File: src/rtl/three_channel_pit_sound_top_defines.svh
// Assertion macros for the three-channel interval timer tone source.
`ifndef THREE_CHANNEL_PIT_SOUND_TOP_DEFINES_SVH
`define THREE_CHANNEL_PIT_SOUND_TOP_DEFINES_SVH

`ifndef SYNTHESIS
`define TCPS_ASSERT_IMP(lbl, ante, cons) \
  lbl: assert property (@(posedge clk_i) disable iff (!rst_ni) (ante) |-> (cons)) \
    else $error("tcps: assertion failed");
`define TCPS_ASSERT_NXT(lbl, ante, cons) \
  lbl: assert property (@(posedge clk_i) disable iff (!rst_ni) (ante) |=> (cons)) \
    else $error("tcps: assertion failed");
`else
`define TCPS_ASSERT_IMP(lbl, ante, cons)
`define TCPS_ASSERT_NXT(lbl, ante, cons)
`endif

`endif

File: src/rtl/tcps_pkg.sv
// Shared types and codes of the three-channel interval timer tone source.
`timescale 1ns / 1ps

package tcps_pkg;

  localparam int unsigned NumChan = 3;
  localparam int unsigned GainW   = 14;

  localparam logic [GainW-1:0] GainReset = 14'd3584;

  // Item kinds
  localparam logic KIND_WRITE = 1'b0;
  localparam logic KIND_TICK  = 1'b1;

  // Decoded ports
  localparam logic [7:0] PORT_ENABLE = 8'h02;
  localparam logic [7:0] PORT_CNT0   = 8'h0c;
  localparam logic [7:0] PORT_CNT1   = 8'h0d;
  localparam logic [7:0] PORT_CNT2   = 8'h0e;
  localparam logic [7:0] PORT_CTRL   = 8'h0f;

  // Enable bits in the port 02h byte
  localparam int unsigned EnBitCh0 = 3;
  localparam int unsigned EnBitCh1 = 6;
  localparam int unsigned EnBitCh2 = 7;

  // Count modes
  localparam logic [2:0] MODE_TERM_CNT  = 3'd0;
  localparam logic [2:0] MODE_ONE_SHOT  = 3'd1;
  localparam logic [2:0] MODE_RATE      = 3'd2;
  localparam logic [2:0] MODE_SQUARE    = 3'd3;
  localparam logic [2:0] MODE_SW_STROBE = 3'd4;
  localparam logic [2:0] MODE_HW_STROBE = 3'd5;

  // Access modes
  localparam logic [1:0] ACC_LATCH = 2'd0;
  localparam logic [1:0] ACC_LSB   = 2'd1;
  localparam logic [1:0] ACC_MSB   = 2'd2;
  localparam logic [1:0] ACC_WORD  = 2'd3;

  typedef enum logic [1:0] {
    CH_OP_NONE  = 2'd0,
    CH_OP_TICK  = 2'd1,
    CH_OP_COUNT = 2'd2,
    CH_OP_CTRL  = 2'd3
  } chan_op_e;

  typedef struct packed {
    chan_op_e   op;
    logic [7:0] data;
  } chan_ctl_t;

  typedef struct packed {
    logic       kind;
    logic [7:0] port;
    logic [7:0] data;
  } tcps_in_t;

  typedef struct packed {
    logic        out_zero;
    logic        out_one;
    logic        out_two;
    logic [1:0]  mix_level;
    logic [14:0] sample_level;
  } tcps_out_t;

endpackage

File: src/rtl/tcps_chan.sv
// One 8253-style counter channel: control word, count load and tick update.
`timescale 1ns / 1ps

module tcps_chan import tcps_pkg::*; (
  input  logic      clk_i,
  input  logic      rst_ni,
  input  chan_ctl_t ctl_i,
  output logic      out_next_o
);

  typedef struct packed {
    logic [2:0]  count_mode;
    logic [1:0]  access_mode;
    logic        bcd_select;
    logic        byte_phase;
    logic [7:0]  low_byte_hold;
    logic [15:0] reload_value;
    logic [15:0] pending_value;
    logic        pending_flag;
    logic        out_level;
    logic        running;
    logic [16:0] countdown;
    logic        trigger_flag;
    logic        pulse_phase;
    logic        load_flag;
  } chan_state_t;

  chan_state_t st_q, st_d;

  // Zero means a full period: 10000 in BCD, 65536 in binary
  function automatic logic [16:0] eff_count(logic bcd, logic [15:0] v);
    logic [16:0] n;
    begin
      if (bcd) begin
        n = 17'(v[3:0]) + 17'(v[7:4]) * 17'd10 + 17'(v[11:8]) * 17'd100
            + 17'(v[15:12]) * 17'd1000;
      end else begin
        n = {1'b0, v};
      end
      if (n == 17'd0) begin
        n = bcd ? 17'd10000 : 17'd65536;
      end
      return n;
    end
  endfunction

  // Odd counts make the high half longer than the low half
  function automatic chan_state_t square_half(chan_state_t c);
    logic [16:0] n;
    logic [16:0] h;
    begin
      n = eff_count(c.bcd_select, c.reload_value);
      if (n < 17'd2) begin
        n = 17'd2;
      end
      if (n[0]) begin
        h = c.out_level ? ((n + 17'd1) >> 1) : ((n - 17'd1) >> 1);
        if (h == 17'd0) begin
          h = 17'd1;
        end
      end else begin
        h = n >> 1;
      end
      c.countdown = h;
      c.running   = 1'b1;
      return c;
    end
  endfunction

  function automatic chan_state_t load_counter(chan_state_t c);
    logic [16:0] n;
    begin
      if (c.pending_flag) begin
        c.reload_value = c.pending_value;
        c.pending_flag = 1'b0;
      end
      c.load_flag = 1'b0;
      c.running   = 1'b1;
      n = eff_count(c.bcd_select, c.reload_value);
      case (c.count_mode)
        MODE_TERM_CNT: begin
          c.out_level = 1'b0; c.pulse_phase = 1'b0; c.countdown = n;
        end
        MODE_ONE_SHOT: begin
          c.out_level = 1'b0; c.pulse_phase = 1'b1; c.countdown = n;
        end
        MODE_RATE: begin
          c.out_level = 1'b1; c.pulse_phase = 1'b0;
          c.countdown = (n > 17'd1) ? n - 17'd1 : 17'd1;
        end
        MODE_SQUARE: begin
          c.out_level = 1'b1;
          c = square_half(c);
        end
        MODE_SW_STROBE, MODE_HW_STROBE: begin
          c.out_level = 1'b1; c.pulse_phase = 1'b0; c.countdown = n;
        end
        default: begin
          c.running = 1'b0; c.countdown = 17'd0;
        end
      endcase
      return c;
    end
  endfunction

  function automatic chan_state_t transition(chan_state_t c);
    logic [16:0] n;
    begin
      n = eff_count(c.bcd_select, c.reload_value);
      if (c.load_flag) begin
        if (c.count_mode == MODE_ONE_SHOT || c.count_mode == MODE_HW_STROBE) begin
          c.trigger_flag = 1'b0;
        end
        c = load_counter(c);
      end else begin
        case (c.count_mode)
          MODE_TERM_CNT: begin
            c.out_level = 1'b1; c.running = 1'b0; c.countdown = 17'd0;
          end
          MODE_ONE_SHOT: begin
            c.out_level = 1'b1; c.running = 1'b0; c.pulse_phase = 1'b0;
            c.countdown = 17'd0;
          end
          MODE_RATE: begin
            if (!c.pulse_phase) begin
              c.out_level = 1'b0; c.pulse_phase = 1'b1; c.countdown = 17'd1;
            end else if (c.pending_flag) begin
              c = load_counter(c);
            end else begin
              c.out_level = 1'b1; c.pulse_phase = 1'b0;
              c.countdown = (n > 17'd1) ? n - 17'd1 : 17'd1;
              c.running = 1'b1;
            end
          end
          MODE_SQUARE: begin
            c.out_level = ~c.out_level;
            if (c.pending_flag) begin
              c.reload_value = c.pending_value;
              c.pending_flag = 1'b0;
            end
            c = square_half(c);
          end
          MODE_SW_STROBE, MODE_HW_STROBE: begin
            if (!c.pulse_phase) begin
              c.out_level = 1'b0; c.pulse_phase = 1'b1; c.countdown = 17'd1;
              c.running = 1'b1;
            end else begin
              c.out_level = 1'b1; c.pulse_phase = 1'b0; c.running = 1'b0;
              c.countdown = 17'd0;
              if (c.count_mode == MODE_HW_STROBE && c.pending_flag) begin
                c.load_flag = 1'b1; c.trigger_flag = 1'b1; c.countdown = 17'd1;
              end
            end
          end
          default: begin
            c.running = 1'b0; c.countdown = 17'd0;
          end
        endcase
      end
      return c;
    end
  endfunction

  function automatic chan_state_t commit(chan_state_t c, logic [15:0] v);
    begin
      c.pending_value = v;
      c.pending_flag  = 1'b1;
      case (c.count_mode)
        MODE_TERM_CNT: begin
          c.out_level = 1'b0; c.running = 1'b0; c.load_flag = 1'b1;
          c.countdown = 17'd1;
        end
        MODE_ONE_SHOT, MODE_HW_STROBE: begin
          c.trigger_flag = 1'b1; c.load_flag = 1'b1; c.countdown = 17'd1;
        end
        MODE_RATE, MODE_SQUARE: begin
          if (!c.running) begin
            c.load_flag = 1'b1; c.countdown = 17'd1;
          end
        end
        MODE_SW_STROBE: begin
          c.load_flag = 1'b1; c.countdown = 17'd1;
        end
        default: ;
      endcase
      return c;
    end
  endfunction

  function automatic chan_state_t write_count(chan_state_t c, logic [7:0] d);
    begin
      case (c.access_mode)
        ACC_LSB: c = commit(c, {8'h00, d});
        ACC_MSB: c = commit(c, {d, 8'h00});
        ACC_WORD: begin
          if (!c.byte_phase) begin
            c.low_byte_hold = d;
            c.byte_phase    = 1'b1;
          end else begin
            c.byte_phase = 1'b0;
            c = commit(c, {d, c.low_byte_hold});
          end
        end
        default: ;
      endcase
      return c;
    end
  endfunction

  function automatic chan_state_t write_control(chan_state_t c, logic [7:0] d);
    logic [2:0] m;
    begin
      m = d[3:1];
      // Modes 6 and 7 alias rate and square
      if (m[2] && m[1]) begin
        m = m - 3'd4;
      end
      if (d[5:4] != ACC_LATCH) begin
        c.access_mode   = d[5:4];
        c.count_mode    = m;
        c.bcd_select    = d[0];
        c.byte_phase    = 1'b0;
        c.low_byte_hold = 8'h00;
        c.pending_flag  = 1'b0;
        c.running       = 1'b0;
        c.load_flag     = 1'b0;
        c.trigger_flag  = 1'b0;
        c.pulse_phase   = 1'b0;
        c.countdown     = 17'd0;
        c.out_level     = (m != MODE_TERM_CNT);
      end
      return c;
    end
  endfunction

  always_comb begin
    st_d = st_q;
    case (ctl_i.op)
      CH_OP_TICK: begin
        if (st_d.countdown != 17'd0) begin
          st_d.countdown = st_d.countdown - 17'd1;
        end
        if ((st_d.running || st_d.load_flag) && st_d.countdown == 17'd0) begin
          st_d = transition(st_d);
          if ((st_d.running || st_d.load_flag) && st_d.countdown == 17'd0) begin
            st_d.countdown = 17'd1;
          end
        end
      end
      CH_OP_COUNT: st_d = write_count(st_q, ctl_i.data);
      CH_OP_CTRL:  st_d = write_control(st_q, ctl_i.data);
      default: ;
    endcase
  end

  always_ff @(posedge clk_i or negedge rst_ni) begin
    if (!rst_ni) begin
      st_q <= '0;
    end else begin
      st_q <= st_d;
    end
  end

  assign out_next_o = st_d.out_level;

endmodule

File: src/rtl/three_channel_pit_sound_top.sv
// Top level of the three-channel interval timer tone source.
`timescale 1ns / 1ps
`include "three_channel_pit_sound_top_defines.svh"

// Three 8253-style counters used as a tone source. Each input transaction is
// either a port write (kind 0: port 02h output enables, 0Ch-0Eh count bytes,
// 0Fh control word) or one timer input clock (kind 1), and each one yields
// exactly one result transaction carrying the three channel output levels
// after that step, the number of enabled high outputs and that number times
// the channel gain (saturated at 32767). One transaction is taken every
// clock while the result side is not stalled; the transaction waits in the
// input register and is then captured, fully processed, in the result
// register. The rate is set by the single-pass channel update, which
// applies a whole step to all three counters at once. The gain register
// is written through cfg_we_i / cfg_data_i and resets to 3584; write it
// only while no result is pending.
module three_channel_pit_sound_top import tcps_pkg::*; (
  input  logic             clk_i,
  input  logic             rst_ni,
  input  logic             in_valid_i,
  output logic             in_stall_o,
  input  tcps_in_t         in_item_i,
  output logic             out_valid_o,
  input  logic             out_stall_i,
  output tcps_out_t        out_item_o,
  input  logic             cfg_we_i,
  input  logic [GainW-1:0] cfg_data_i
);

  logic             in_valid_q, in_valid_d;
  tcps_in_t         in_q;
  logic             out_valid_q, out_valid_d;
  tcps_out_t        out_q, out_d;
  logic [GainW-1:0] gain_q;
  logic [2:0]       en_q, en_d;

  logic             advance;
  logic             proc_fire;
  logic             in_accept;
  chan_ctl_t        ctl [NumChan];
  logic [2:0]       lvl;
  logic [2:0]       hot;
  logic [1:0]       mix;
  logic [15:0]      prod;

  // Hand on the held transaction once the result register is free or draining
  assign advance    = !out_valid_q || !out_stall_i;
  assign proc_fire  = in_valid_q && advance;
  assign in_stall_o = in_valid_q && !advance;
  assign in_accept  = in_valid_i && !in_stall_o;

  always_comb begin
    if (in_accept) begin
      in_valid_d = 1'b1;
    end else if (proc_fire) begin
      in_valid_d = 1'b0;
    end else begin
      in_valid_d = in_valid_q;
    end
  end

  always_ff @(posedge clk_i or negedge rst_ni) begin
    if (!rst_ni) begin
      in_valid_q <= 1'b0;
    end else begin
      in_valid_q <= in_valid_d;
    end
  end

  always_ff @(posedge clk_i) begin
    if (in_accept) begin
      in_q <= in_item_i;
    end
  end

  // Decode the held transaction into one command per channel
  always_comb begin
    for (int i = 0; i < NumChan; i++) begin
      ctl[i].op   = CH_OP_NONE;
      ctl[i].data = in_q.data;
    end
    if (proc_fire) begin
      if (in_q.kind == KIND_TICK) begin
        for (int i = 0; i < NumChan; i++) begin
          ctl[i].op = CH_OP_TICK;
        end
      end else begin
        case (in_q.port)
          PORT_CNT0: ctl[0].op = CH_OP_COUNT;
          PORT_CNT1: ctl[1].op = CH_OP_COUNT;
          PORT_CNT2: ctl[2].op = CH_OP_COUNT;
          PORT_CTRL: begin
            // Select 3 addresses no channel and drops out here
            case (in_q.data[7:6])
              2'd0:    ctl[0].op = CH_OP_CTRL;
              2'd1:    ctl[1].op = CH_OP_CTRL;
              2'd2:    ctl[2].op = CH_OP_CTRL;
              default: ;
            endcase
          end
          default: ;
        endcase
      end
    end
  end

  for (genvar g = 0; g < NumChan; g++) begin : g_chan
    tcps_chan u_chan (
      .clk_i      (clk_i),
      .rst_ni     (rst_ni),
      .ctl_i      (ctl[g]),
      .out_next_o (lvl[g])
    );
  end

  // Output enables from port 02h
  always_comb begin
    en_d = en_q;
    if (proc_fire && in_q.kind == KIND_WRITE && in_q.port == PORT_ENABLE) begin
      en_d = {in_q.data[EnBitCh2], in_q.data[EnBitCh1], in_q.data[EnBitCh0]};
    end
  end

  always_ff @(posedge clk_i or negedge rst_ni) begin
    if (!rst_ni) begin
      en_q <= '0;
    end else begin
      en_q <= en_d;
    end
  end

  // Mix the enabled high outputs and scale by the gain, saturating
  assign hot  = lvl & en_d;
  assign mix  = 2'({1'b0, hot[0]} + {1'b0, hot[1]} + {1'b0, hot[2]});
  assign prod = 16'(mix) * 16'(gain_q);

  always_comb begin
    out_d.out_zero     = lvl[0];
    out_d.out_one      = lvl[1];
    out_d.out_two      = lvl[2];
    out_d.mix_level    = mix;
    out_d.sample_level = prod[15] ? 15'h7fff : prod[14:0];
  end

  always_comb begin
    if (proc_fire) begin
      out_valid_d = 1'b1;
    end else begin
      out_valid_d = out_valid_q && out_stall_i;
    end
  end

  always_ff @(posedge clk_i or negedge rst_ni) begin
    if (!rst_ni) begin
      out_valid_q <= 1'b0;
    end else begin
      out_valid_q <= out_valid_d;
    end
  end

  always_ff @(posedge clk_i) begin
    if (proc_fire) begin
      out_q <= out_d;
    end
  end

  always_ff @(posedge clk_i or negedge rst_ni) begin
    if (!rst_ni) begin
      gain_q <= GainReset;
    end else if (cfg_we_i) begin
      gain_q <= cfg_data_i;
    end
  end

  assign out_valid_o = out_valid_q;
  assign out_item_o  = out_q;

  // Hold the input side only while a result waits on a stalled consumer
  `TCPS_ASSERT_IMP(a_stall_only_when_blocked, in_stall_o, out_valid_o && out_stall_i)
  // Every processed transaction lands in the result register
  `TCPS_ASSERT_NXT(a_fire_gives_result, proc_fire, out_valid_o)
  // No enabled high output means silence
  `TCPS_ASSERT_IMP(a_silent_when_unmixed, out_valid_o && out_item_o.mix_level == 2'd0, out_item_o.sample_level == 15'd0)
  // The mix never counts more channels than are high
  `TCPS_ASSERT_IMP(a_mix_bounded, out_valid_o, out_item_o.mix_level <= 2'({1'b0, out_item_o.out_zero} + {1'b0, out_item_o.out_one} + {1'b0, out_item_o.out_two}))

endmodule

File: config.mk
export PLATFORM = sky130hd
export DESIGN_NAME = three_channel_pit_sound_top
export DESIGN_NICKNAME = d
export VERILOG_FILES = /design/src/rtl/tcps_pkg.sv /design/src/rtl/tcps_chan.sv /design/src/rtl/three_channel_pit_sound_top.sv
export VERILOG_INCLUDE_DIRS = /design/src /design/src/rtl
export SDC_FILE = /design/constraint.sdc
export NUM_CORES = 1
export LEC_CHECK = 0
export BUFFER_PORTS_ARGS = -buffer_cell sky130_fd_sc_hd__clkbuf_2
export CORE_MARGIN = 3
export CORE_UTILIZATION = 24
export DETAILED_ROUTE_END_ITERATION = 12
export SLEW_MARGIN = 20
export SYNTH_ARGS = -nofsm -noshare
export SYNTH_HDL_FRONTEND = slang
export SYNTH_SLANG_ARGS = --single-unit
File: constraint.sdc
create_clock -name clk_i -period 11.3 [get_ports clk_i]
set_clock_uncertainty 0.15 [all_clocks]
set_input_delay 2.26 -clock clk_i [delete_from_list [all_inputs] [get_ports clk_i]]
set_output_delay 2.26 -clock clk_i [all_outputs]
set_load 0.05 [all_outputs]
# After elaboration in Yosys (flattened, before gate mapping)
# Index checks and enable logic that the tools add are counted.
# Widths: inputs -> output; s select.
# op_classes
add_sub_neg	60
mul	37
order_cmp	15
n_eq_ne	97
n_mux	386
bitwise	14
reduce_logical	141
# op_table
operator	count
$mux 17	210
$mux 70	12
$mux 16	48
$pmux 70 s3	3
$pmux 64 s3	3
$logic_not 17->1	27
$pmux 48 s2	3
$sub 17x1->17 const B	15
$add 17x11->17	12
$add 17x14->17	12
$pmux 18 s3	3
$gt 17x1->1 const B	9
$pmux 17 s3	3
$mux 48	3
$mul 4x7->11 const B	12
$mux 39	3
$add 4x8->9	12
$mul 4x5->9 const B	12
$add 17x1->17 const B	6
$lt 17x2->1 const B	6
$pmux 17 s2	3
$mux 33	3
$mul 4x3->7 const B	12
$mux 23	3
other kinds (48)	315
# word_totals
register_bits	266
inputBits	36
out_inout_bits	22
elab_cells	804

# Depth between registers and ports, before layout
# logic_depth
ltp_word	50
ltp_mapped	44

# Modules after synthesis
# Synthesis repeated with hierarchy kept, for this count alone.
# unflattened
cells_unflattened	6177
hier_area_um2	48544.1
# modules_own_cells
module	instances	cells_per_inst	area_per_inst_um2
tcps_chan at g_chan[2].u_chan	1	2002	15320.9
tcps_chan at g_chan[0].u_chan	1	1975	15220.8
tcps_chan at g_chan[1].u_chan	1	1967	15137.0
three_channel_pit_sound_top	1	233	2865.2

# Worst setup path before layout
# Ideal clock, no wire load.
# synth_timing
path_kind	reg2reg
startpoint	register g_chan[2].u_chan.st_q[22] (netlist bit)
endpoint	register g_chan[2].u_chan.st_q[7] (netlist bit)
setup_ns	0.086
t_arrival_ns	9.400
path_slack_ns	1.665
path_stages_with_launch	38
cell_sequence	dfrtp_1 -> buf_6 -> buf_2 -> mux2i_1 -> inv_1 -> fa_1 -> fa_1 -> ha_1 -> nor2b_1 -> o31ai_1 -> a21boi_0 -> ha_1 -> ha_1 -> a21o_1 -> o21bai_1 -> a211o_1 -> o211a_1 -> clkbuf_1 -> [2 not listed] -> or4_1 -> nand2_1 -> ha_1 -> clkbuf_1 -> o211ai_1 -> nor4_1 -> and3_1 -> nand3_1 -> nor2_1 -> nand2_1 -> nor4_1 -> a211oi_1 -> or3_1 -> nor4_1 -> nor4_1 -> or4_1 -> a31o_2 -> o221ai_2
# synth_between
elab_chain_cells	40
word_cells_on_any_way	94
cone_classes	add/sub: 10; mul: 6; order compare: 3; mux: 66; reduce/logical: 9
# synth_lines
item	line_no	text
from (decl)	tcps_chan.sv:28	chan_state_t st_q, st_d;
from (signal assigned)	tcps_chan.sv:260	st_q <= st_d;
$mux 16	tcps_chan.sv:73, tcps_chan.sv:137	
$mux 16	tcps_chan.sv:116	case (c.count_mode)
$mux 16	tcps_chan.sv:110	if (c.load_flag) begin
$mux 16	tcps_chan.sv:243	if ((st_d.running || st_d.load_flag) && st_d.countdown == 17'd0) begin
$mux 16	tcps_chan.sv:238	case (ctl_i.op)
$mul 4x3->7	tcps_chan.sv:35	n = 17'(v[3:0]) + 17'(v[7:4]) * 17'd10 + 17'(v[11:8]) * 17'd100
$add 4x8->9	tcps_chan.sv:35	
$add 17x11->17	tcps_chan.sv:35	
[24 not listed]	n/a	
$mux 70 *	tcps_chan.sv:110	
$mux 70 *	tcps_chan.sv:243	
$mux 70 *	tcps_chan.sv:238	
$logic_not 17->1	tcps_chan.sv:245	if ((st_d.running || st_d.load_flag) && st_d.countdown == 17'd0) begin
$logic_and 1x1->1	tcps_chan.sv:245	
$mux 17 *	tcps_chan.sv:245	
$mux 70 *	tcps_chan.sv:243	
$pmux 70 s3 *	tcps_chan.sv:238	
# Mark *: on every way between the ends. The rest lies on a longest branch, timed or not. The select of a mux whose other input is x is not followed.
# A chain may end at the register's enable or synchronous reset.

# Worst setup path after layout
# Same ends and word-level chain as after synthesis.

==> results.md <==
* Family with the most delay on the worst path: simple AND/OR/NAND/NOR gates
* Most frequent cells in the layout: 551 x nand2_1, 477 x nor2_1, 454 x inv_1, 449 x ha_1, 403 x o21ai_0
* Pint at 2.46 mW
* Dominant synthesized flop cell: dfrtp_1
* Wirelength per Cell at 20.5 um
* Setup bufs post-CTS at 0
* Critical R2R Launch: g_chan[2].u_chan.st_q[22]$_DFFE_PN0P_
* Syn Std Cell Area at 0.0436 mm^2
* Psw at approximately 1.9 mW
* Setup TNS at 0 ns
* P&R area growth vs syn at 10.5%
* Logic pwr share at between 40 and 50%
* CP max FO at 12
* Final setup violating endpoints at 0
* RSZ-0062 raised after global routing: false
* Max VDD drop at 97.1 uV
* Largest net degree at the start of global routing at 97
* Critical path's most frequent cell: ha_1
* Post-synth net total at 6326
* Final Total Pwr at 4.40 mW
* Post-synth EDFFs at 37
* Initial core utilization at 24.3%
* DP HPWL at 130000 um
* Core area at 0.179 mm^2
* Die width at 432 um
* Maximum clock frequency at 94.6 MHz
* Crit path kind: reg -> reg
* Slew HR at 18.2%
* Crit start category: register
* Pre-Repair DR Iteration Count at 6
* Commonest non-fill, non-tap cell in the layout: nand2_1
* Worst Setup End Kind: register
* Hold Startpoint: g_chan[0].u_chan.st_q[61]$_DFFE_PN0P_
* Clk_lat worst skew at approximately 0.6 ns
* Die height at between 400 and 500 um
* CP bufs+invs at 3
* Vias/cell at 5.46
* Worst min path class: reg -> reg
* R2r endpoint: g_chan[2].u_chan.st_q[7]$_DFFE_PN0P_
* Reg2Reg Depth at 37
* Final Max Slew Viols at 0
* Worst slew pin tran at 1.23 ns
* Hold EP: g_chan[0].u_chan.st_q[61]$_DFFE_PN0P_
* Post-synthesis async set-or-reset flop share at 85.9%
* Via count at 44000
* Io pins at 58
* Fin. Hold Viols at 0
* TritonCTS clock tree: done
* Status: complete, no violations
* Max_cap viols at 0
* # nets final at 6304
* Drc violations at 0
* Hold Path Stages at 2
* Flops & latches, synth at about 260
* Unique masters post-synth at 109
* DIE AREA at roughly 0.19 mm^2
* WP data required at 11.66 ns
* Top post-synthesis cells by area: ha_1 13%, dfrtp_1 13%, fa_1 7.0%
* CP arrival at 10.92 ns
* CTS Hold Bufs at 0
* Sequential power share at 25.9%
* Final WL at ~170000 um
* Total track usage at 17.0%
* Crit-path slowest cell: nor4_2
* Reg clk slew, reported paths at 0.06 ns
* Cells after synthesis at 5689
* Switching Fraction at ~44%
* Largest area contributor in the netlist: ha_1
* Clk sinks at between 200 and 300
* Input/output buffers at 57
* Remaining antenna violation count at 0
* H-tree levels at 2
* Final Wtd Congestion at 0.988
* Clk network pwr share at between 20% and 30%
* Register-to-register setup slack at 0.73 ns
* Power Density at ~91 mW/mm^2
* Initial antenna violation count at 1
* Leak at 22.3 nW
* Max stage delay on crit path at approximately 0.6 ns
* Max clock buf depth at 3
* CTS buffer count at 38
* Row Count at 155
* Initial DRC count at around 4000
* Gr ovfl total at 0
* Synth top area share at 12.9%
* Seq. cell area at 0.00678 mm^2
* Multi-input logic area at about 0.034 mm^2
* Final period utilization at 93.5%
* Min cycle time layout at 10.57 ns
* Vias in the first global route at 42100
* Synth warn at 0
* Avg Cell Area, Syn at 7.66 um^2
* Layout fillers at 19400
* Root Driver: clkbuf_16
* Fraction of layout cells with a size suffix above 1 at 7.46%
* Sequential-to-total area share from yosys stat at 15.5%
* First-pass GRT wire length at around 250000 um
## power groups by stage
stage	clock network (mW)	logic [mW]	registers, mW
after floorplan	0	1.32	1.13
after global placement	0	1.94	1.16
after detailed placement	0	1.93	1.16
after CTS	1.33	1.94	1.14
after global routing	1.36	2.15	1.16
final	1.28	1.98	1.14
## cells by family after synthesis
group / share of synthesized area (%)
XOR/XNOR: 6.54
AO/OA/AOI/OAI: 26.1
adder cells (fa/ha/maj): 19.9
AND/OR/NAND/NOR: 21.8
flip-flops: 15.5
buffers and inverters: 6.18
multiplexers: 3.95
## repair_timing
action	4_1_cts	5_1_grt
endpoints found under the hold margin	0	0
gates resized for setup	0	1
endpoints found under the setup margin	0	9
## tightest hold or removal path, stage by stage, from the launching register on
cell     delay [ns]
dfrtp_1        0.34
nand2_1        0.05
o21ai_0        0.06
## Yosys cell counts (64+ instances only)
| cell | instances |
|---|---|
| o211ai_1 | 69 |
| nor3_1 | 173 |
| ha_1 | 449 |
| nor4_1 | 72 |
| clkbuf_1 | 200 |
| a211oi_1 | 64 |
| a21oi_1 | 323 |
| and2_1 | 74 |
| a21o_1 | 123 |
| o21a_1 | 66 |
| a31oi_1 | 91 |
| dfrtp_1 | 223 |
| xor2_1 | 124 |
| fa_1 | 152 |
| xnor2_1 | 196 |
| inv_1 | 454 |
| o21ai_0 | 405 |
| mux2i_1 | 85 |
| nand2_1 | 551 |
| nor2_1 | 477 |
| nand3_1 | 130 |
## flip-flops by register name, summed over array words and instances (netlist names)
name / flops
en_q: 3
in_q: 9
in_valid_q: 1
g_chan.u_chan.st_q: 207
ctl: 8
out_valid_o: 1
gain_q: 14
out_item_o: 20
## per-layer routing
layer  part of all wire (%)  global-route usage [%]
met5                 0.0061                       0
met4                    4.3                    6.95
met3                    6.3                    1.81
met2                     45                    27.4
met1                     44                    23.2
## how the worst max path moves through the flow
stage	from	end	slack, ns	cells past startpoint
2_1_floorplan	g_chan[2].u_chan.st_q[22]$_DFFE_PN0P_	g_chan[2].u_chan.st_q[7]$_DFFE_PN0P_	1.66	37
3_3_place_gp	g_chan[2].u_chan.st_q[22]$_DFFE_PN0P_	g_chan[2].u_chan.st_q[7]$_DFFE_PN0P_	0.76	37
3_5_place_dp	g_chan[2].u_chan.st_q[22]$_DFFE_PN0P_	g_chan[2].u_chan.st_q[7]$_DFFE_PN0P_	0.69	37
4_1_cts	g_chan[2].u_chan.st_q[22]$_DFFE_PN0P_	g_chan[2].u_chan.st_q[5]$_DFFE_PN0P_	0.63	37
5_1_grt	g_chan[2].u_chan.st_q[22]$_DFFE_PN0P_	g_chan[2].u_chan.st_q[7]$_DFFE_PN0P_	0.09	37
6_report	g_chan[2].u_chan.st_q[22]$_DFFE_PN0P_	g_chan[2].u_chan.st_q[7]$_DFFE_PN0P_	0.73	37
## final cells by class
cell class	instances	share of cell area, %
multi-input combinational	4719	70.9
clock inverter	21	0.548
timing repair buffer	184	2.59
antenna	1	0.00520
tap	2355	6.12
sequential	263	14.1
inverter	461	3.59
clock buffer	48	2.14
## through the flow
step | util [%] | area [um^2] | hold WS [ns] | instances | worst slack [ns]
3_5_place_dp | 26.1 | 46800 | 0.322 | 7982 | 0.688
5_1_grt | 26.8 | 48100 | 0.357 | 8051 | 0.0858
3_3_place_gp | 26.1 | 46800 | 0.312 | 7982 | 0.757
2_1_floorplan | - | 43600 | 0.291 | 5689 | 1.66
6_report | 26.8 | 48100 | 0.337 | 8052 | 0.734
4_1_cts | 26.8 | 48100 | 0.338 | 8051 | 0.627
Power figures use the tool's default switching activity.
